### config.mk
export PLATFORM = sky130hd
export DESIGN_NAME = rrt_mac
export DESIGN_NICKNAME = d
export VERILOG_FILES = /design/src/rtl/core/rrt_pkg.sv /design/src/rtl/core/rrt_mac.sv
export SDC_FILE = /design/constraint.sdc
export NUM_CORES = 2
export LEC_CHECK = 0
export BUFFER_PORTS_ARGS = -buffer_cell sky130_fd_sc_hd__buf_2
export CAP_MARGIN = 20
export CORE_ASPECT_RATIO = 0.5
export CORE_UTILIZATION = 25
export CTS_CLUSTER_DIAMETER = 30
export DETAILED_ROUTE_END_ITERATION = 8
export PLACE_DENSITY = 0.48
export SETUP_SLACK_MARGIN = 0.05
export SLEW_MARGIN = 5
export SYNTH_ARGS = -nofsm -noshare
export SYNTH_HDL_FRONTEND = slang
export SYNTH_SLANG_ARGS = --single-unit
### constraint.sdc
create_clock -name clk -period 11.7 [get_ports clk]
set_clock_uncertainty 0.1 [all_clocks]
set_input_delay 0.585 -clock clk [delete_from_list [all_inputs] [get_ports clk]]
set_output_delay 0.585 -clock clk [all_outputs]
set_load 0.02 [all_outputs]
### src/rtl/core/rrt_pkg.sv
// ----------------------------------------------------------------------------
// rrt_pkg
// Shared types, constants and helpers of the reflection ray tracer.
// ----------------------------------------------------------------------------
package rrt_pkg;

  localparam int QW               = 48;  // Q24.24 word
  localparam int FRAC             = 24;  // fraction bits
  localparam int AW_OP            = 50;  // multiplier A operand width
  localparam int MAX_SURFACES_DEF = 16;

  localparam logic signed [QW-1:0] QMAX = {1'b0, {(QW-1){1'b1}}};
  localparam logic signed [QW-1:0] QMIN = {1'b1, {(QW-1){1'b0}}};

  // Segment status codes
  localparam logic [2:0] ST_REFLECT = 3'd0;
  localparam logic [2:0] ST_DEST    = 3'd1;
  localparam logic [2:0] ST_BLOCKED = 3'd2;
  localparam logic [2:0] ST_NOHIT   = 3'd3;
  localparam logic [2:0] ST_LIMIT   = 3'd4;

  // Configuration register indexes
  localparam logic [1:0] CFG_COUNT  = 2'd0;
  localparam logic [1:0] CFG_MAXREF = 2'd1;
  localparam logic [1:0] CFG_REACH  = 2'd2;

  // Reflector word selects
  localparam logic [2:0] WS_CENTER = 3'd0;
  localparam logic [2:0] WS_NORMAL = 3'd1;
  localparam logic [2:0] WS_LAXIS  = 3'd2;
  localparam logic [2:0] WS_WAXIS  = 3'd3;
  localparam logic [2:0] WS_SIZES  = 3'd4;

  localparam logic [4:0]  COUNT_RST  = 5'd1;
  localparam logic [3:0]  MAXREF_RST = 4'd3;
  localparam logic [3:0]  MAXREF_CAP = 4'd14;
  localparam logic [46:0] REACH_RST  = 47'd1677721600000;

  typedef logic signed [QW-1:0]    q_t;
  typedef logic signed [AW_OP-1:0] opa_t;

  typedef struct packed {
    logic start;
    logic dot;       // three terms when set, one term otherwise
  } mac_req_t;

  typedef struct packed {
    logic done;
    q_t   res;
  } mac_rsp_t;

  typedef struct packed {
    logic          start;
    logic [QW-1:0] num_mag;
    logic [QW-1:0] den_mag;
  } div_req_t;

  typedef struct packed {
    logic        done;
    logic [QW:0] quot;
  } div_rsp_t;

  function automatic opa_t sx_op(input q_t v);
    return {{(AW_OP-QW){v[QW-1]}}, v};
  endfunction

  // Saturate an operand-width value to a Q24.24 word.
  function automatic q_t sat_q(input opa_t v);
    if (v[AW_OP-1:QW-1] == '0 || v[AW_OP-1:QW-1] == '1) begin
      return v[QW-1:0];
    end
    return v[AW_OP-1] ? QMIN : QMAX;
  endfunction

  function automatic logic [QW-1:0] mag_q(input q_t v);
    return v[QW-1] ? (~v + 1'b1) : v;
  endfunction

endpackage

### src/rtl/core/rrt_mac.sv
// ----------------------------------------------------------------------------
// rrt_mac
// Sequential signed multiply-accumulate of one or three products, floored
// by 2^24 and saturated to Q24.24. One 50x16 partial product per cycle.
// ----------------------------------------------------------------------------
module rrt_mac import rrt_pkg::*; (
  input  logic                        clk,
  input  logic                        rst_n,
  input  mac_req_t                    req,
  input  logic [2:0][AW_OP-1:0]       op_a,
  input  logic [2:0][QW-1:0]          op_b,
  output mac_rsp_t                    rsp
);

  localparam int CH   = 16;
  localparam int NCH  = QW / CH;
  localparam int CHW  = $clog2(NCH);
  localparam int PPW  = AW_OP + CH;
  localparam int ACCW = AW_OP + QW + 2;

  logic [2:0][AW_OP-1:0]   a_r;
  logic [2:0][QW-1:0]      b_r;
  logic                    busy_r, pp_v_r, pp_last_r, fin_r, pp_neg_r;
  logic [1:0]              term_r, last_term_r;
  logic [CHW-1:0]          chunk_r, pp_sh_r;
  logic [PPW-1:0]          pp_r;
  logic signed [ACCW-1:0]  acc_r;

  logic [AW_OP-1:0]        a_sel, a_mag;
  logic [QW-1:0]           b_sel, b_mag;
  logic [CH-1:0]           b_chunk;
  logic [PPW-1:0]          pp_nxt;
  logic [ACCW-1:0]         pp_shifted;
  logic signed [ACCW-1:0]  acc_nxt, acc_fl;
  logic                    step_end;

  always_comb begin
    a_sel      = a_r[term_r];
    b_sel      = b_r[term_r];
    a_mag      = a_sel[AW_OP-1] ? (~a_sel + 1'b1) : a_sel;
    b_mag      = b_sel[QW-1] ? (~b_sel + 1'b1) : b_sel;
    b_chunk    = b_mag[CH*chunk_r +: CH];
    pp_nxt     = PPW'(a_mag) * PPW'(b_chunk);
    step_end   = (chunk_r == CHW'(NCH-1)) && (term_r == last_term_r);
    pp_shifted = ACCW'(pp_r) << (CH*pp_sh_r);
    acc_nxt    = pp_neg_r ? acc_r - $signed(pp_shifted) : acc_r + $signed(pp_shifted);
    acc_fl     = acc_r >>> FRAC;
  end

  always_ff @(posedge clk) begin
    if (!rst_n) begin
      busy_r    <= 1'b0;
      pp_v_r    <= 1'b0;
      pp_last_r <= 1'b0;
      fin_r     <= 1'b0;
    end else begin
      pp_v_r    <= busy_r;
      pp_last_r <= busy_r && step_end;
      fin_r     <= pp_last_r;
      if (req.start) begin
        busy_r <= 1'b1;
      end else if (busy_r && step_end) begin
        busy_r <= 1'b0;
      end
    end
  end

  always_ff @(posedge clk) begin
    if (req.start) begin
      a_r         <= op_a;
      b_r         <= op_b;
      term_r      <= 2'd0;
      chunk_r     <= '0;
      last_term_r <= req.dot ? 2'd2 : 2'd0;
      acc_r       <= '0;
    end else begin
      if (busy_r) begin
        if (chunk_r == CHW'(NCH-1)) begin
          chunk_r <= '0;
          term_r  <= term_r + 2'd1;
        end else begin
          chunk_r <= chunk_r + 1'b1;
        end
      end
      if (pp_v_r) begin
        acc_r <= acc_nxt;
      end
    end
    pp_r     <= pp_nxt;
    pp_neg_r <= a_sel[AW_OP-1] ^ b_sel[QW-1];
    pp_sh_r  <= chunk_r;
  end

  always_comb begin
    rsp.done = fin_r;
    if (acc_fl[ACCW-1:QW-1] == '0 || acc_fl[ACCW-1:QW-1] == '1) begin
      rsp.res = acc_fl[QW-1:0];
    end else begin
      rsp.res = acc_fl[ACCW-1] ? QMIN : QMAX;
    end
  end

endmodule

# [Word level (Yosys, flattened, before mapping)]
# Index checks and enable logic that the tools add are counted.
[word_totals] input_bits=298 out_inout_bits=49 register_bits=473 wordCells=52
[classes] order_cmp=1 addsub=6 muxes=13 bitwise=3 n_shift=2 n_reduce_logical=6 n_eq_ne=3 mul=1
[ops] cell="48-bit two-way mux" count=4
[ops] cell="100-bit adder" count=1
[ops] cell="50-bit binary-select mux with 2-bit select" count=1
[ops] cell="100-bit two-way mux" count=1
[ops] cell="50-bit two-way mux" count=2
[ops] cell="66-bit by 6-bit left shift with 100-bit output" count=1
[ops] cell="100-bit subtractor" count=1
[ops] cell="48-bit binary-select mux with 2-bit select" count=1
[ops] cell="50-bit by 16-bit multiplier with 66-bit output" count=1
[ops] cell="53-bit == test (second input constant)" count=1
[ops] cell="53-bit logical NOT" count=1
[ops] cell="50-bit by 1-bit adder with 50-bit output (second input constant)" count=1
[ops] cell="50-bit inverter" count=1
[ops] cell="48-bit by 1-bit adder with 48-bit output (second input constant)" count=1
[ops] cell="48-bit inverter" count=1
[ops] cell="48-bit by 7-bit variable part select with 16-bit output" count=1
[ops] cell="2-bit by 1-bit adder with 2-bit output (second input constant)" count=2
[ops] cell="2-bit two-way mux" count=2
[ops] cell="2-bit by 3-bit < comparator with 1-bit output (second input constant)" count=1
[ops] cell="2-bit == test" count=1
[ops] cell="2-bit == test (second input constant)" count=1
[ops] cell="1-bit logical AND" count=2
[ops] cell="1-bit two-way mux" count=2
[ops] cell="2-bit AND reduction" count=1
[ops] cell="other kinds (3)" count=3

# [Logic depth before layout (Yosys ltp)]
[logic_depth] depth_word=7 ltp_mapped=45 depth_no_buf=37

# [Least setup slack after synthesis]
# No wires, ideal clock.
[synth_timing] kind="flip-flop to flip-flop" start="reg term_r[1]" end="reg pp_r[64]" path_stages_with_launch=43 path_slack_ns=1.818 setup_time_ns=0.072 period_less_slack_ns=9.882 t_required_ns=11.528 arrival_time_ns=9.709 path_buffers=10 cell_sequence="dfxtp_1 > nor2b_1 > buf_6 > buf_6 > buf_6 > buf_4 > buf_6 > buf_2 > buf_2 > buf_1 > a21oi_1 > ha_1 > and4b_1 > and2_1 > a31oi_1 > xor2_1 > nor2_1 > a211oi_1 > [... 7 more ...] > fa_1 > fa_1 > inv_1 > fa_1 > inv_1 > ha_1 > clkbuf_1 > a211oi_1 > o211ai_1 > a221o_1 > a21oi_1 > o221a_2 > o21ai_1 > a41o_1 > o41ai_1 > o21ai_0 > a31oi_1 > xnor2_1"
[synth_between] elab_chain_len=7 word_cells_on_any_way=12 cone_classes="add/sub: 2; mul: 1; shift: 1; mux: 6; bitwise: 2"
[synth_rtl] item="from (decl)" line_no="rrt_mac.sv:24" text="logic [1:0] term_r, last_term_r;"
[synth_rtl] item="from (signal assigned)" line_no="rrt_mac.sv:80" text="term_r <= term_r + 2'd1;"
[synth_rtl] item="48-bit binary-select mux with 2-bit select" line_no="rrt_mac.sv:39" text="b_sel = b_r[term_r];"
[synth_rtl] item="48-bit two-way mux (implied by the code)" line_no="rrt_mac.sv:39"
[synth_rtl] item="48-bit inverter" line_no="rrt_mac.sv:41" text="b_mag = b_sel[QW-1] ? (~b_sel + 1'b1) : b_sel;"
[synth_rtl] item="48-bit by 1-bit adder with 48-bit output" line_no="rrt_mac.sv:41"
[synth_rtl] item="48-bit two-way mux" line_no="rrt_mac.sv:41"
[synth_rtl] item="48-bit by 7-bit variable part select with 16-bit output" line_no="rrt_mac.sv:42" text="b_chunk = b_mag[CH*chunk_r +: CH];"
[synth_rtl] item="50-bit by 16-bit multiplier with 66-bit output (*)" line_no="rrt_mac.sv:43" text="pp_nxt = PPW'(a_mag) * PPW'(b_chunk);"
[synth_rtl] item="via pp_nxt[64]" line_no="rrt_mac.sv:32" text="logic [PPW-1:0] pp_nxt;"
[synth_rtl] item="to (signal assigned)" line_no="rrt_mac.sv:89" text="pp_r <= pp_nxt;"
[synth_rtl] item="to (decl)" line_no="rrt_mac.sv:26" text="logic [PPW-1:0] pp_r;"
# Mark *: on every way through the listed nets, which the timed path passes. The rest lies on a longest branch. The select of a mux whose other input is x is not followed.
# A chain may end at the register's enable or synchronous reset.

# [Worst setup path in the final report]
[layout_timing] start="reg term_r[0]" end="reg pp_r[63]"
# Same word-level chain as after synthesis.

==> Implementation_results.wiki <==
{| class="wikitable"
! Metric !! Value
|-
| GR Util met1 || between 20% and 30%
|-
| H-tree Lvls || 3
|-
| Most Used Layer, Global Route || met2
|-
| Worst-case headroom to the max-slew limit || 21.76%
|-
| Starting density of the core || 25.19%
|-
| Top Ports || 347
|-
| Maximum operating frequency || a little over 90 MHz
|-
| Standard-cell row count || 120
|-
| Reg-to-reg setup timing slack || 0.65 ns
|-
| Transition at the pin with the smallest max-transition slack || between 1 and 1.5 ns
|-
| Post-Synthesis Cell Area || between 0.05 and 0.06 mm^2
|-
| DR pass1 iterations || 6
|-
| Residual antenna-violating net count after detailed routing || 0
|-
| Max Transition Viols Final || 0
|-
| Floorplan Core Area || 0.2144 mm^2
|-
| Overall global routing resource usage || 17.55%
|-
| Clock Tree Buf Depth || 3
|-
| Residual DRC || 0
|-
| Source-to-sink clock delay at the later pin of the worst-skew pair || between 0.7 and 0.8 ns
|-
| Count of different cell masters after synthesis || 102
|-
| Ys async rst share || 0%
|-
| Total of warnings raised by yosys || 0
|-
| Setup repair after global routing missed its margin || no
|-
| Post-layout nets || 7763
|-
| Count of final setup violators || 0
|-
| Kind of launch point of the worst setup path || flop
|-
| Global Route met3 Usage || ~2.7%
|-
| Starting DRC count in detailed routing || 3502
|-
| Number of global-route vias before repair || about 46000
|-
| Clock-pin transition on the worst setup and hold timing paths || ~0.05 ns
|-
| Required time at the worst-slack endpoint || 12.24 ns
|-
| Count of buffers from port buffering || 346
|-
| Die outline area || 0.2180 mm^2
|-
| Worst Path Max Fanout || 19
|-
| Prevailing post-synth register cell || edfxtp_1
|-
| Critical Path AT || around 12 ns
|-
| Count of max-cap constraint violations || 0
|-
| Vias per inst || 4.741
|-
| Most common cell after layout, fill and taps aside || inv_1
|-
| Most frequent cell on the critical path || fa_1
|-
| Routed wirelength normalized by instance count || 20.32 um
|-
| Xor/xnor share of the synthesized area || 5.352%
|-
| Compound-gate portion of the synthesized area || 12.65%
|-
| Clock tree from TritonCTS || done
|-
| Synthesized area divided by synthesized cell count || 9.000 um^2
|-
| Via Count || 45091
|-
| Simple-gate portion of the synthesized area || 15.35%
|-
| Number of buffers inserted by post-CTS setup repair || 0
|-
| Number of flops mapped to enable cells by yosys || 295
|-
| Start point of the worst min-delay path || op_b[142]
|-
| Maximum number of pins on one net before global-route repair || 146
|-
| Post-synthesis register bit count || 472
|-
| Period utilization || 94.48%
|-
| Sequential cell area fraction in the yosys report || between 20% and 30%
|-
| CP max stage cell || o22a_1
|-
| Area Overhead vs Synth || 21.92%
|-
| Cells after synthesis || 6000
|-
| CTS Sinks || 472
|-
| Placer's final routability congestion estimate || 0.8836
|-
| Startpoint of the most critical setup path || term_r[0]
|-
| Antenna violations before repair || 11
|-
| Met2 Use GR || between 20 and 30%
|-
| Result of the run || finished, final reports clean
|-
| Final critical path time including I/O delays and setup || roughly 11 ns
|-
| Wire length of the first global-routing pass || 292800 um
|-
| Aggregate negative setup slack || 0 ns
|-
| Buffer type at the clock tree root || clkbuf_16
|-
| Most frequent cells in the layout || 846 x inv_1, 768 x nand2_1, 671 x fa_1
|-
| Syn Nets || 7209
|-
| Stage delay of the slowest cell on the critical path || 0.66 ns
|-
| Total congestion overflow || 0
|-
| Share of post-route cells with drive strength above 1 || a little under an eighth
|-
| Die Span Y || 330.6 um
|-
| Total wirelength of the detailed-routed design || ~190000 um
|-
| Final hold viol count || 0
|-
| Post-DP HPWL || 151400 um
|-
| Dominant combinational cell family by area after synthesis || adder cells
|-
| Kind of critical path || reg2reg
|-
| Worst setup EP type || flop
|-
| Area share of fa/ha/maj cells after synthesis || 30.44%
|-
| Worst Hold Class || in2reg
|-
| Multiplexer area fraction after synthesis || 4.502%
|-
| DIE WIDTH || 659.3 um
|-
| Worst R2R Start || term_r[0]
|-
| Inserted Clock Buffers || 98
|}
## cell type report
class | count | area, um^2
sequential | 472 | 12420
tap | 2867 | 3587
fill | 22588 | 148600
inverter | 847 | 3179
clock buffer | 104 | 2525
multi-input combinational | 4351 | 37100
clock inverter | 80 | 1122
timing repair buffer | 784 | 5886
antenna | 5 | 12.51
## state kept, by name (all words and copies together), names as in the netlist
name and flops:
pp_v_r 1, pp_sh_r 2, a_r 150, pp_neg_r 1
acc_r 100, chunk_r 2, busy_r 1, b_r 144
pp_last_r 1, fin_r 1, pp_r 66, term_r 2
last_term_r 1
## synth_stat cells, types with 18 or more instances
master | instances | area (um^2)
a211oi_1 | 24 | 180.2
a21o_1 | 98 | 735.7
a21oi_1 | 335 | 1677
a22o_1 | 26 | 227.7
a31oi_1 | 61 | 381.6
and2_1 | 96 | 600.6
and3_1 | 60 | 375.4
buf_2 | 60 | 300.3
clkbuf_1 | 221 | 829.6
dfxtp_1 | 177 | 3543
edfxtp_1 | 295 | 8859
fa_1 | 671 | 13430
ha_1 | 240 | 3003
inv_1 | 846 | 3176
mux2_2 | 23 | 259.0
mux2i_1 | 190 | 1902
nand2_1 | 769 | 2887
nand2b_1 | 28 | 175.2
nand3_1 | 77 | 385.4
nand4_1 | 75 | 469.2
nor2_1 | 436 | 1637
nor2b_1 | 55 | 344.1
nor3_1 | 88 | 440.4
nor4_1 | 33 | 206.5
o211ai_1 | 18 | 135.1
o21a_1 | 33 | 247.7
o21ai_0 | 239 | 1196
o21bai_1 | 40 | 300.3
o2bb2ai_1 | 36 | 315.3
or3_1 | 21 | 131.4
xnor2_1 | 197 | 1725
xor2_1 | 133 | 1165
## cells by family (layout without fill, tap and decap cells)
| logic type | count (synthesis) | after routing |
|---|---|---|
| buffers and inverters | 1177 | 1815 |
| AO/OA/AOI/OAI | 1073 | 1073 |
| adder cells (fa/ha/maj) | 911 | 911 |
| AND/OR/NAND/NOR | 1812 | 1812 |
| XOR/XNOR | 330 | 330 |
| multiplexers | 225 | 225 |
| other | 0 | 5 |
| flip-flops | 472 | 472 |
## repair_timing
item / CTS / global route
hold buffers: 294 / 0
resized for setup: 0 / 5
hold endpoints to repair: 294 / 0
endpoints found under the setup margin: 0 / 2
## critical path: cells and delay by family, from the launching register on
family | cells | cell delay, ns
fa+ha+maj | 7 | 3.51
flops | 1 | 0.45
xor+xnor | 1 | 0.21
compound gates | 11 | 3.03
simple gates | 9 | 2.59
buf+inv | 6 | 0.81
mux | 1 | 0.22
## layer usage
metal / wire length (um) / vias up
li1: - / 20988
met3: 10990 / 199
met4: 3750 / 6
met2: 88870 / 1272
met5: 44 / -
met1: 89600 / 22626
## worst paths after layout
path / endpoint / depth (start not counted)
max: pp_r[63] / 35
max reg2reg: pp_r[63] / 35
min: b_r[142] / 1
min reg2reg: fin_r / 1
## metrics by stage
step / setup slack (ns) / util [%] / cell area (um^2) / hold slack [ns] / cells
detailed placement: 0.6369 / 27.60 / 59180 / 0.3464 / 9025
global placement: 0.7638 / 27.58 / 59140 / 0.3423 / 9023
floorplan: 1.818 / - / 54000 / 0.2290 / 6000
finish: 0.6457 / 30.71 / 65840 / 0.04992 / 9510
CTS: 0.5593 / 30.67 / 65770 / 0.003222 / 9503
global route: 0.06781 / 30.70 / 65830 / 0.005778 / 9509
Power is left out: the tool's default activity adds up to more than one toggle a clock period on the data nets, which glitch-free logic cannot reach.
