--- src/rtl/core/rrt_ram.sv ---
// ----------------------------------------------------------------------------
// rrt_ram
// Generic simple dual-port RAM with one write port and a registered read.
// ----------------------------------------------------------------------------
module rrt_ram #(
  parameter int WIDTH = 8,
  parameter int DEPTH = 16
) (
  input  logic                     clk,
  input  logic                     we,
  input  logic [$clog2(DEPTH)-1:0] waddr,
  input  logic [WIDTH-1:0]         wdata,
  input  logic [$clog2(DEPTH)-1:0] raddr,
  output logic [WIDTH-1:0]         rdata
);

  logic [WIDTH-1:0] mem [DEPTH];
  logic [WIDTH-1:0] rdata_r;

  always_ff @(posedge clk) begin
    if (we) begin
      mem[waddr] <= wdata;
    end
    rdata_r <= mem[raddr];
  end

  assign rdata = rdata_r;

endmodule

--- config.mk ---
export PLATFORM = sky130hd
export DESIGN_NAME = rrt_ram
export DESIGN_NICKNAME = d
export VERILOG_FILES = /design/src/rtl/core/rrt_ram.sv
export SDC_FILE = /design/constraint.sdc
export NUM_CORES = 1
export LEC_CHECK = 0
export BUFFER_PORTS_ARGS = -buffer_cell sky130_fd_sc_hd__buf_2
export CORE_ASPECT_RATIO = 0.5
export CORE_UTILIZATION = 54
export CTS_BUF_LIST = sky130_fd_sc_hd__clkbuf_16
export CTS_CLUSTER_DIAMETER = 100
export DETAILED_ROUTE_END_ITERATION = 10
export PLACE_DENSITY = 0.74
export SLEW_MARGIN = 20
export SYNTH_ARGS = -nofsm -noshare
export SYNTH_HDL_FRONTEND = slang
export SYNTH_SLANG_ARGS = --single-unit
--- constraint.sdc ---
create_clock -name clk -period 1.81 [get_ports clk]
set_input_delay 0.362 -clock clk [delete_from_list [all_inputs] [get_ports clk]]
set_output_delay 0.362 -clock clk [all_outputs]
set_load 0.05 [all_outputs]
* Word level (Yosys, flattened, before mapping)
Memories as Yosys holds them, arrays and structs flattened. A register that Yosys moved wholly into a read port is not among the register bits. Index checks and enable logic that the tools add are counted.
Cells by class: mux-type cells 2
Operator list (number):
- two-way mux 1 bit | 2
Word-level totals: memory bits (writable) 128, input bits 18, register bits after elaboration 0, logic and storage cells 3, memories kept 1, output and inout bits 8
Memory list:
- mem | depth 16, width 8, read ports 1, clocked after Yosys merged registers in 1, write ports 1, line 17 | logic [WIDTH-1:0] mem [DEPTH];

* Depth between registers and ports, before layout
Gate-level depths: netlist of run 1.
depth in word-level cells 2, mapped depth 5, gate-level depth less buffers 3

* Least setup slack after synthesis of run 1
OpenSTA, ideal clock, no wires.
kind input to register, start input port waddr[2], end memory mem[0][0] (enable), path slack -45 ps, required time 1427 ps, data arrival time 1472 ps, path buffers 0, stages on the path 2, setup time 383 ps, path through or3b_2 nor3_1
RTL lines:
- from (decl) | line 11 | input logic [$clog2(DEPTH)-1:0] waddr,
- to (decl) | line 17
Straight into the memory's write port.

==> impl_metrics.py, run 1 <==
metrics = {
    "clock_network": {
        "cts_max_level": 4,
        "post-cts-setup-buffers": 0,
        "cts_resized": 0,
        "clock_latency_ps": 410,
        "cts_made_buffers": 17,
        "hold_buffers": 0,
        "clock_path_buffers": 2,
        "clock_sinks": 136,
        "path_clk_slew_ps": 60,
        "clock-root-buffer": "clkbuf_16",
        "cts_tree": "done",
    },
    "place": {
        "gp_congestion": 0.814,
        "hpwlAfterDp_um": 6390,
        "place_area_um2": 5560,
        "placed_cells": 389,
        "pre_cts_slack_ps": -88.8,
        "io_buffers": 25,
    },
    "detailed_routing": {
        "avgRoutedWirePerCell_um": 25.2,
        "dr.first_iter.drc_count": 309,
        "drt-total-wl_um": 10600,
        "postRouteAntennaNets": 0,
        "routed_via_density": 6.20,
        "first_pass_iters": 4,
        "drc": 0,
        "vias": 2609,
    },
    "global_routing": {
        "grt_overflow": 0,
        "grt_max_degree": 22,
        "grt_usage_pct": 23.9,
        "antenna_found_initial": 0,
        "globalRoute.busiestLayer": "met2",
        "grt_util_met1_pct": 34.0,
        "first_global_vias": 2564,
        "grtUsageMet2_pct": 35.3,
        "grt_pass1_wl_um": 15800,
        "met3_usage_pct": 7.65,
    },
    "sta": {
        "clock_skew_ps": 5.92,
        "relSlewSlack_pct": 46.2,
        "final.setup.worst_slack_ps": 301,
        "min_period_ps": 1510,
        "hold_ws_ps": 346,
        "hold_viol_final": 0,
        "rsz0062_at_grt": "no",
        "tns_ps": 0,
        "worst_pin_slew_ps": 805,
        "finalCritPeriodShare_pct": 83.4,
        "setup_violations": 0,
        "maxSlewViolCount": 0,
        "max_clock_freq_mhz": 663,
    },
    "critical_path": {
        "critPathMaxFanout": 21,
        "rr_startpoint": "mem[3][7]$_DFFE_PP_",
        "r2r_slack_ps": 350,
        "r2r-end": "rdata[7]$_DFF_P_",
        "startpoint": "raddr[0]",
        "worst-r2r-cell-count": 3,
        "worstPathRequired_ps": 2100,
        "path_class": "in2reg",
        "start_kind": "primary input",
        "cp-end-kind": "flip-flop",
        "crit_end": "rdata[7]$_DFF_P_",
        "worstPathArrival_ps": 1800,
    },
    "floorplanning": {
        "core_um2": 8980,
        "rows": 24,
        "die_x_um": 140,
        "die_area_um2": 9950,
        "die_h_um": 71.0,
        "start_util_pct": 57.3,
        "ioPinCount": 26,
    },
    "yosys": {
        "ys_types": 19,
        "syn_area_per_cell_um2": 22.5,
        "netlist_instances": 229,
        "ys_ff_latch": 136,
        "syn_nets": 247,
        "synth_top_area_share_pct": 74.7,
        "yosys_warnings": 0,
        "synthTopCellsByArea": "edfxtp_1, mux4_2, mux4_1",
        "ys_seq_area_share_pct": 77.8,
        "yosysTopAreaCell": "edfxtp_1",
        "synth_area_um2": 5150,
    },
    "outcome": {
        "status": "completed",
    },
    "run": {
        "drv_cap": 0,
    },
    "power": {
        "powerDensity_nw_per_um2": 1210,
        "vdd_drop_max_mv": 1.27,
        "power_frac_clock_pct": 47.0,
        "swShare_pct": 20.5,
        "p_leak_nw": 2.14,
        "p_seq_share_pct": 47.4,
        "comb_power_share_pct": 5.6,
        "p_switching_mw": 1.54,
        "p_int_mw": 5.95,
        "power_mw": 7.49,
    },
    "final_layout": {
        "area_growth_syn_to_layout_pct": 19.9,
        "fin_cells": 421,
        "fill_cells": 540,
        "final_util_pct": 68.7,
        "stdcell_area_um2": 6170,
        "final_nets": 309,
        "final_layout_size_suffix_gt1_share_pct": 33.9,
        "diodes": 0,
    },
    "worst_hold_path": {
        "min_path_type": "in2reg",
    },
}
[flip-flops by register name, summed over array words and instances (netlist names)]
name,count
mem,128
rdata,8
[cell usage after synthesis (all sizes together)]
master	instances
edfxtp	128
mux4	32
a22oi	16
nor2	13
nand2	9
dfxtp	8
buf	7
nor3	4
clkdlybuf4s25	3
nand2b	2
nand3b	2
and2	1
and2b	1
nand3	1
nor2b	1
or3b	1
[area by class of cell]
class	instances	area [um2]	area share (%)
Clock buffer	17	425	6.90
Clock inverter	15	184	2.98
Multi-Input combinational cell	83	1060	17.2
Sequential cell	136	4000	64.9
Tap cell	117	146	2.37
Timing Repair Buffer	53	348	5.64
[worst min-delay path by stage]
| stage | from | to | slack, ps | cells after the start |
|---|---|---|---|---|
| floorplan | wdata[0] | mem[0][0]$_DFFE_PP_ | 460 | 0 |
| global placement | mem[7][3]$_DFFE_PP_ | rdata[3]$_DFF_P_ | 650 | 3 |
| detailed placement | mem[7][3]$_DFFE_PP_ | rdata[3]$_DFF_P_ | 650 | 3 |
| CTS | wdata[3] | mem[2][3]$_DFFE_PP_ | 340 | 1 |
| global route | wdata[2] | mem[5][2]$_DFFE_PP_ | 340 | 1 |
| finish | wdata[3] | mem[2][3]$_DFFE_PP_ | 350 | 1 |
[layout by cell type, fill, tap and decap left out, types with 3 or more instances in the layout]
| master | instances |
|---|---|
| nor3_1 | 3 |
| mux4_2 | 18 |
| mux4_1 | 14 |
| clkinvlp_4 | 3 |
| bufinv_16 | 4 |
| nand2_1 | 9 |
| dfxtp_1 | 8 |
| buf_2 | 25 |
| clkbuf_16 | 17 |
| edfxtp_1 | 128 |
| nor2_1 | 13 |
| a22oi_1 | 16 |
| clkinv_2 | 5 |
| buf_4 | 27 |
[cell families (layout without fill, tap and decap cells)]
family          count (synthesis)  in the layout  share of synthesized area, %
compound gates                 16             16                          2.33
buf+inv                        10             85                          1.68
flops                         136            136                          77.8
mux                            32             32                          15.0
simple gates                   35             35                          3.18
[routing by layer]
metal  part of all wire (%)  wire length (um)
met4                   0.81                86
met3                    8.4               891
met2                     47              5030
met5                      0                 0
met1                     43              4600
[power by group through the flow]
stage                     Sequential (mW)  Combinational (mW)  Clock [mW]
after floorplan                      3.68               0.179           0
after global placement               3.61               0.401           0
after detailed placement             3.61               0.412           0
after CTS                            3.55               0.417        3.55
after global routing                 3.56               0.440        3.69
final                                3.55               0.418        3.52
[worst max-delay path: stages]
cell and delay, ps:
buf_2 100, buf_12 190, buf_4 170, mux4_2 500, a22oi_1 370, nand2_1 100
No activity file was read; power rests on OpenSTA's default activity.
==> inputs of run 2 (changes only) <==
--- a/config.mk
+++ b/config.mk
@@ -5,13 +5,14 @@
 export SDC_FILE = /design/constraint.sdc
 export NUM_CORES = 1
 export LEC_CHECK = 0
+export ABC_AREA = 1
 export BUFFER_PORTS_ARGS = -buffer_cell sky130_fd_sc_hd__buf_2
 export CORE_ASPECT_RATIO = 0.5
-export CORE_UTILIZATION = 54
+export CORE_UTILIZATION = 55
 export CTS_BUF_LIST = sky130_fd_sc_hd__clkbuf_16
 export CTS_CLUSTER_DIAMETER = 100
 export DETAILED_ROUTE_END_ITERATION = 10
-export PLACE_DENSITY = 0.74
+export PLACE_DENSITY = 0.72
 export SLEW_MARGIN = 20
 export SYNTH_ARGS = -nofsm -noshare
 export SYNTH_HDL_FRONTEND = slang
==> constraint.sdc (replaced) <==
create_clock -name clk -period 1.4 [get_ports clk]
set_input_delay 0.28 -clock clk [delete_from_list [all_inputs] [get_ports clk]]
set_output_delay 0.28 -clock clk [all_outputs]
set_load 0.05 [all_outputs]
==> run 2 against run 1 <==
Compared with the run above: die area grew 9.8%; critical path depth down 5; area after synthesis rose by 12%.
==> impl_metrics.py, run 2 <==
metrics = {
    "clock_network": {
        "clock-root-buffer": "clkbuf_16",
        "cts_tree": "done",
        "cts_made_buffers": 17,
        "cts_max_level": 4,
        "clock_path_buffers": 2,
        "path_clk_slew_ps": 60,
        "clock_latency_ps": 420,
        "hold_buffers": 0,
        "clock_sinks": 136,
        "post-cts-setup-buffers": 0,
    },
    "floorplanning": {
        "die_x_um": 147,
        "die_h_um": 74.4,
        "rows": 25,
        "core_um2": 9790,
        "die_area_um2": 10900,
        "ioPinCount": 26,
        "start_util_pct": 58.9,
    },
    "detailed_routing": {
        "wl_met2_um": 5890,
        "vias": 3924,
        "drt-total-wl_um": 13000,
        "dr.first_iter.drc_count": 388,
        "top_layer": "met5",
        "avgRoutedWirePerCell_um": 17.3,
        "first_pass_iters": 5,
        "postRouteAntennaNets": 0,
        "routed_via_density": 5.25,
        "wl_met3_um": 1080,
        "drc": 0,
        "met1_length_um": 5730,
    },
    "sta": {
        "relSlewSlack_pct": 75.5,
        "tns_ps": 0,
        "finalCritPeriodShare_pct": 96.5,
        "rsz0062_at_grt": "no",
        "maxSlewViolCount": 0,
        "setup_violations": 0,
        "min_period_ps": 1350,
        "hold_viol_final": 0,
        "worst_pin_slew_ps": 367,
        "final.setup.worst_slack_ps": 48.8,
        "max_clock_freq_mhz": 740,
        "clock_skew_ps": 9.77,
    },
    "place": {
        "gp_congestion": 0.827,
        "io_buffers": 25,
        "hpwlAfterDp_um": 7900,
        "pre_cts_slack_ps": 48.6,
    },
    "yosys": {
        "ys_ff_latch": 136,
        "ys_types": 12,
        "netlist_instances": 551,
        "synth_ff_type": "edfxtp_1",
        "async_flop_share_pct": 0,
        "yosysTopAreaCell": "edfxtp_1",
        "post-synth-top-count-cell": "nand2_1",
        "syn_nets": 569,
        "yosys_warnings": 0,
        "synthTopCellsByCount": "nand2_1, edfxtp_1, inv_1, nand3_1, nor2_1",
        "synthTopCellsByArea": "edfxtp_1, nand2_1, nand3_1",
        "syn_area_per_cell_um2": 10.5,
        "synth_area_um2": 5770,
        "synth-edff-count": 128,
        "ys_seq_area_share_pct": 69.4,
        "synth_top_area_share_pct": 66.7,
    },
    "final_layout": {
        "final_common_cell": "nand2_1",
        "final_layout_size_suffix_gt1_share_pct": 13.9,
        "area_growth_syn_to_layout_pct": 19.0,
        "mostFrequentLayoutCells": "nand2_1, edfxtp_1, inv_1",
        "largest_reg_flops": 128,
        "final_nets": 618,
        "diodes": 0,
        "multi_input_area_um2": 1210,
        "seqCellArea_um2": 4000,
        "regMostFlops": "mem",
        "fill_cells": 676,
    },
    "critical_path": {
        "cp-end-kind": "primary output",
        "start_kind": "flip-flop",
        "critical-path-top-delay-family": "flip-flops",
        "max_stage_delay_ps": 390,
        "worstPathArrival_ps": 1070,
        "cp_num_buf_inv": 1,
        "path_class": "reg2out",
        "slowest_stage": "dfxtp_1",
        "path_cells": "clkbuf_4",
        "critPathMaxFanout": 1,
        "worstPathRequired_ps": 1120,
    },
    "worst_hold_path": {
        "min_path_type": "in2reg",
    },
    "power": {
        "vdd_drop_max_mv": 0.960,
        "p_leak_nw": 3.01,
        "power_mw": 10.2,
        "powerDensity_nw_per_um2": 1490,
    },
    "global_routing": {
        "grt_max_degree": 33,
        "grt_overflow": 0,
        "grt_pass1_wl_um": 20100,
        "antenna_found_initial": 1,
        "first_global_vias": 3815,
        "grt_usage_pct": 26.3,
    },
    "run": {
        "drv_cap": 0,
    },
    "outcome": {
        "status": "completed",
    },
}
-- run 2: changes by cell type in the layout (fill, tap and decap cells not counted), moves of 6 or more --
cell / delta
inv_1: +101
buf_12: +6
nand2_1: +164
a22oi_1: -16
mux4_2: -18
nand3_1: +96
mux4_1: -14
-- run 2: final timing paths --
| check | startpoint | to | slack, ps | cells after the start |
|---|---|---|---|---|
| max reg2reg | mem[11][1]$_DFFE_PP_ | rdata[1]$_DFF_P_ | 350 | 6 |
| max | rdata[0]$_DFF_P_ | rdata[0] | 50 | 1 |
| min | wdata[7] | mem[8][7]$_DFFE_PP_ | 270 | 1 |
| min reg2reg | mem[12][5]$_DFFE_PP_ | rdata[5]$_DFF_P_ | 660 | 6 |
-- run 2: layout make-up --
type	instances	share of cell area, %
Sequential cell	136	58.4
Clock inverter	15	3.39
Tap cell	135	2.46
Clock buffer	17	6.20
Inverter	102	5.58
Multi-Input combinational cell	289	17.7
Timing Repair Buffer	54	6.31
-- run 2: report_power, final --
| group | switching [mW] | internal (mW) | leakage [nW] | total [mW] |
|---|---|---|---|---|
| Combinational | 0.485 | 0.201 | 1.47 | 0.686 |
| Sequential | 0.0286 | 4.55 | 1.22 | 4.58 |
| Clock | 1.67 | 3.31 | 0.315 | 4.98 |
| Total | 2.18 | 8.06 | 3.01 | 10.2 |
-- run 2: metal layers --
metal / global-route usage, % / vias up
li1: - / 1872
met1: 34.8 / 1850
met2: 41.2 / 173
met3: 7.85 / 27
met4: 11.8 / 2
met5: 0 / -
-- run 2: cells by family after synthesis --
family,share of synthesized area (%)
AND/OR/NAND/NOR,21.0
flip-flops,69.4
buffers and inverters,9.52
-- run 2: repair_timing --
action | in CTS | in global routing
hold endpoints to repair | 0 | 0
setup endpoints to repair | 0 | 1
gates resized for setup | 0 | 1
-- run 2: metrics by stage --
| step | util, % | hold WS, ps | cells | cell area, um2 |
|---|---|---|---|---|
| CTS | 70.0 | 259 | 748 | 6860 |
| floorplan | - | 379 | 551 | 5770 |
| detailed placement | 63.3 | 646 | 716 | 6200 |
| global route | 70.1 | 270 | 748 | 6860 |
| finish | 70.1 | 267 | 748 | 6860 |
| global placement | 63.3 | 641 | 716 | 6200 |
-- run 2: worst reg2reg max path, delay by kind of cell, from the launching register on --
kind | cells | cell delay (ps)
buf+inv | 1 | 70
simple gates | 5 | 490
flops | 1 | 380
==> inputs of run 3 (changes only) <==
==> constraint.sdc (replaced) <==
create_clock -name clk -period 1.4 [get_ports clk]
set_input_delay 0.14 -clock clk [delete_from_list [all_inputs] [get_ports clk]]
set_output_delay 0.14 -clock clk [all_outputs]
set_load 0.05 [all_outputs]
==> run 3 against run 2 <==
Compared with the run above: final area fell by 2.7%; die area unchanged; sequential share of layout area rose by 1.6 points; non-clock buffer count shrank 1; setup slack better by 130 ps; first-iteration DRC count increased by 2.8%; register-to-register slack is essentially flat; global-route usage is 0.69 points lower; maximum frequency grew 10%; cell count down 0.13%; critical endpoint is now rdata[1].
==> impl_metrics.py, run 3 (same netlist as run 2, synthesis figures left out) <==
metrics = {
    "outcome": {
        "status": "completed",
    },
    "final_layout": {
        "regMostFlops": "mem",
        "diodes": 0,
        "largest_reg_flops": 128,
        "area_growth_syn_to_layout_pct": 15.8,
        "final_common_cell": "nand2_1",
        "fin_cells": 747,
        "mostFrequentLayoutCells": "nand2_1, edfxtp_1, inv_1",
        "final_nets": 617,
        "final_layout_size_suffix_gt1_share_pct": 12.3,
    },
    "global_routing": {
        "antenna_found_initial": 0,
        "grt_max_degree": 33,
        "grt_pass1_wl_um": 19800,
        "grt_overflow": 0,
        "first_global_vias": 3687,
        "grt_usage_pct": 25.6,
    },
    "detailed_routing": {
        "drc": 0,
        "routed_via_density": 5.33,
        "dr.first_iter.drc_count": 399,
        "avgRoutedWirePerCell_um": 17.0,
        "first_pass_iters": 5,
        "postRouteAntennaNets": 0,
        "vias": 3982,
        "drt-total-wl_um": 12700,
    },
    "run": {
        "drv_cap": 0,
    },
    "clock_network": {
        "cts_max_level": 4,
        "cts_resized": 0,
        "hold_buffers": 0,
        "path_clk_slew_ps": 60,
        "clock-root-buffer": "clkbuf_16",
        "post-cts-setup-buffers": 0,
        "cts_tree": "done",
        "cts_made_buffers": 17,
        "clock_sinks": 136,
        "clock_latency_ps": 410,
        "clock_path_buffers": 2,
    },
    "sta": {
        "setup_violations": 0,
        "clock_skew_ps": 10.1,
        "rsz0062_at_grt": "no",
        "hold_viol_final": 0,
        "worst_pin_slew_ps": 369,
        "min_period_ps": 1230,
        "max_clock_freq_mhz": 816,
        "maxSlewViolCount": 0,
        "relSlewSlack_pct": 75.4,
        "tns_ps": 0,
        "finalCritPeriodShare_pct": 87.6,
    },
    "floorplanning": {
        "die_area_um2": 10900,
        "die_h_um": 74.4,
        "ioPinCount": 26,
        "rows": 25,
        "start_util_pct": 58.9,
        "die_x_um": 147,
        "core_um2": 9790,
    },
    "place": {
        "hpwlAfterDp_um": 7900,
        "gp_congestion": 0.784,
        "io_buffers": 25,
        "placed_cells": 715,
    },
    "critical_path": {
        "start_kind": "flip-flop",
        "cp_num_buf_inv": 1,
        "worstPathArrival_ps": 1090,
        "path_class": "reg2out",
        "slowest_stage": "dfxtp_1",
        "cp-end-kind": "primary output",
        "max_stage_delay_ps": 390,
        "worstPathRequired_ps": 1260,
        "critical-path-top-delay-family": "flip-flops",
        "critPathMaxFanout": 1,
        "path_cells": "buf_2",
    },
    "power": {
        "vdd_drop_max_mv": 0.838,
        "powerDensity_nw_per_um2": 1390,
        "p_leak_nw": 2.96,
    },
    "worst_hold_path": {
        "min_path_type": "in2reg",
    },
}
## run 3: cell types whose count changed in the layout (fill, tap and decap cells not counted), sizes merged
| cell | before | now |
|---|---|---|
| inv | 103 | 109 |
| bufinv | 6 | 2 |
| clkinvlp | 3 | 0 |
| clkbuf | 18 | 17 |
| clkinv | 5 | 6 |
## run 3: path summary, 6_finish.rpt
kind,end,depth (start not counted),slack (ps),startpoint
min,mem[8][7]$_DFFE_PP_,1,140,wdata[7]
min reg2reg,rdata[3]$_DFF_P_,6,660,mem[10][3]$_DFFE_PP_
max reg2reg,rdata[1]$_DFF_P_,6,350,mem[9][1]$_DFFE_PP_
max,rdata[1],1,170,rdata[1]$_DFF_P_
## run 3: cell type report
class | instances | area [um2]
sequential | 136 | 4000
fill | 716 | 3110
multi-input combinational | 289 | 1210
clock buffer | 17 | 425
inverter | 102 | 383
timing repair buffer | 53 | 373
tap | 135 | 169
clock inverter | 15 | 110
## run 3: metrics by stage
step                      setup WS [ps]  total power [mW]  utilization, %  instance area [um2]  hold WS [ps]
after floorplan                     309              5.07               -                 5770           239
after global placement              156              5.31            62.7                 6140           548
after detailed placement           89.6              5.32            62.7                 6140           560
after CTS                           168              9.32            68.2                 6680           122
after global routing                123              9.56            68.2                 6680           139
final                               174              9.30            68.2                 6680           136
## run 3: routing by layer
metal / GRT usage, % / wire length [um]
met1: 34.4 / 5600
met2: 41.2 / 5820
met3: 6.44 / 1100
met4: 10.2 / 191
met5: 0 / 0
## run 3: power breakdown
| group | leakage, nW | total, mW | switching [mW] | internal, mW |
|---|---|---|---|---|
| Clock | 0.287 | 4.06 | 1.53 | 2.53 |
| Sequential | 1.22 | 4.58 | 0.0294 | 4.55 |
| Combinational | 1.45 | 0.659 | 0.477 | 0.182 |
| Total | 2.96 | 9.30 | 2.03 | 7.27 |
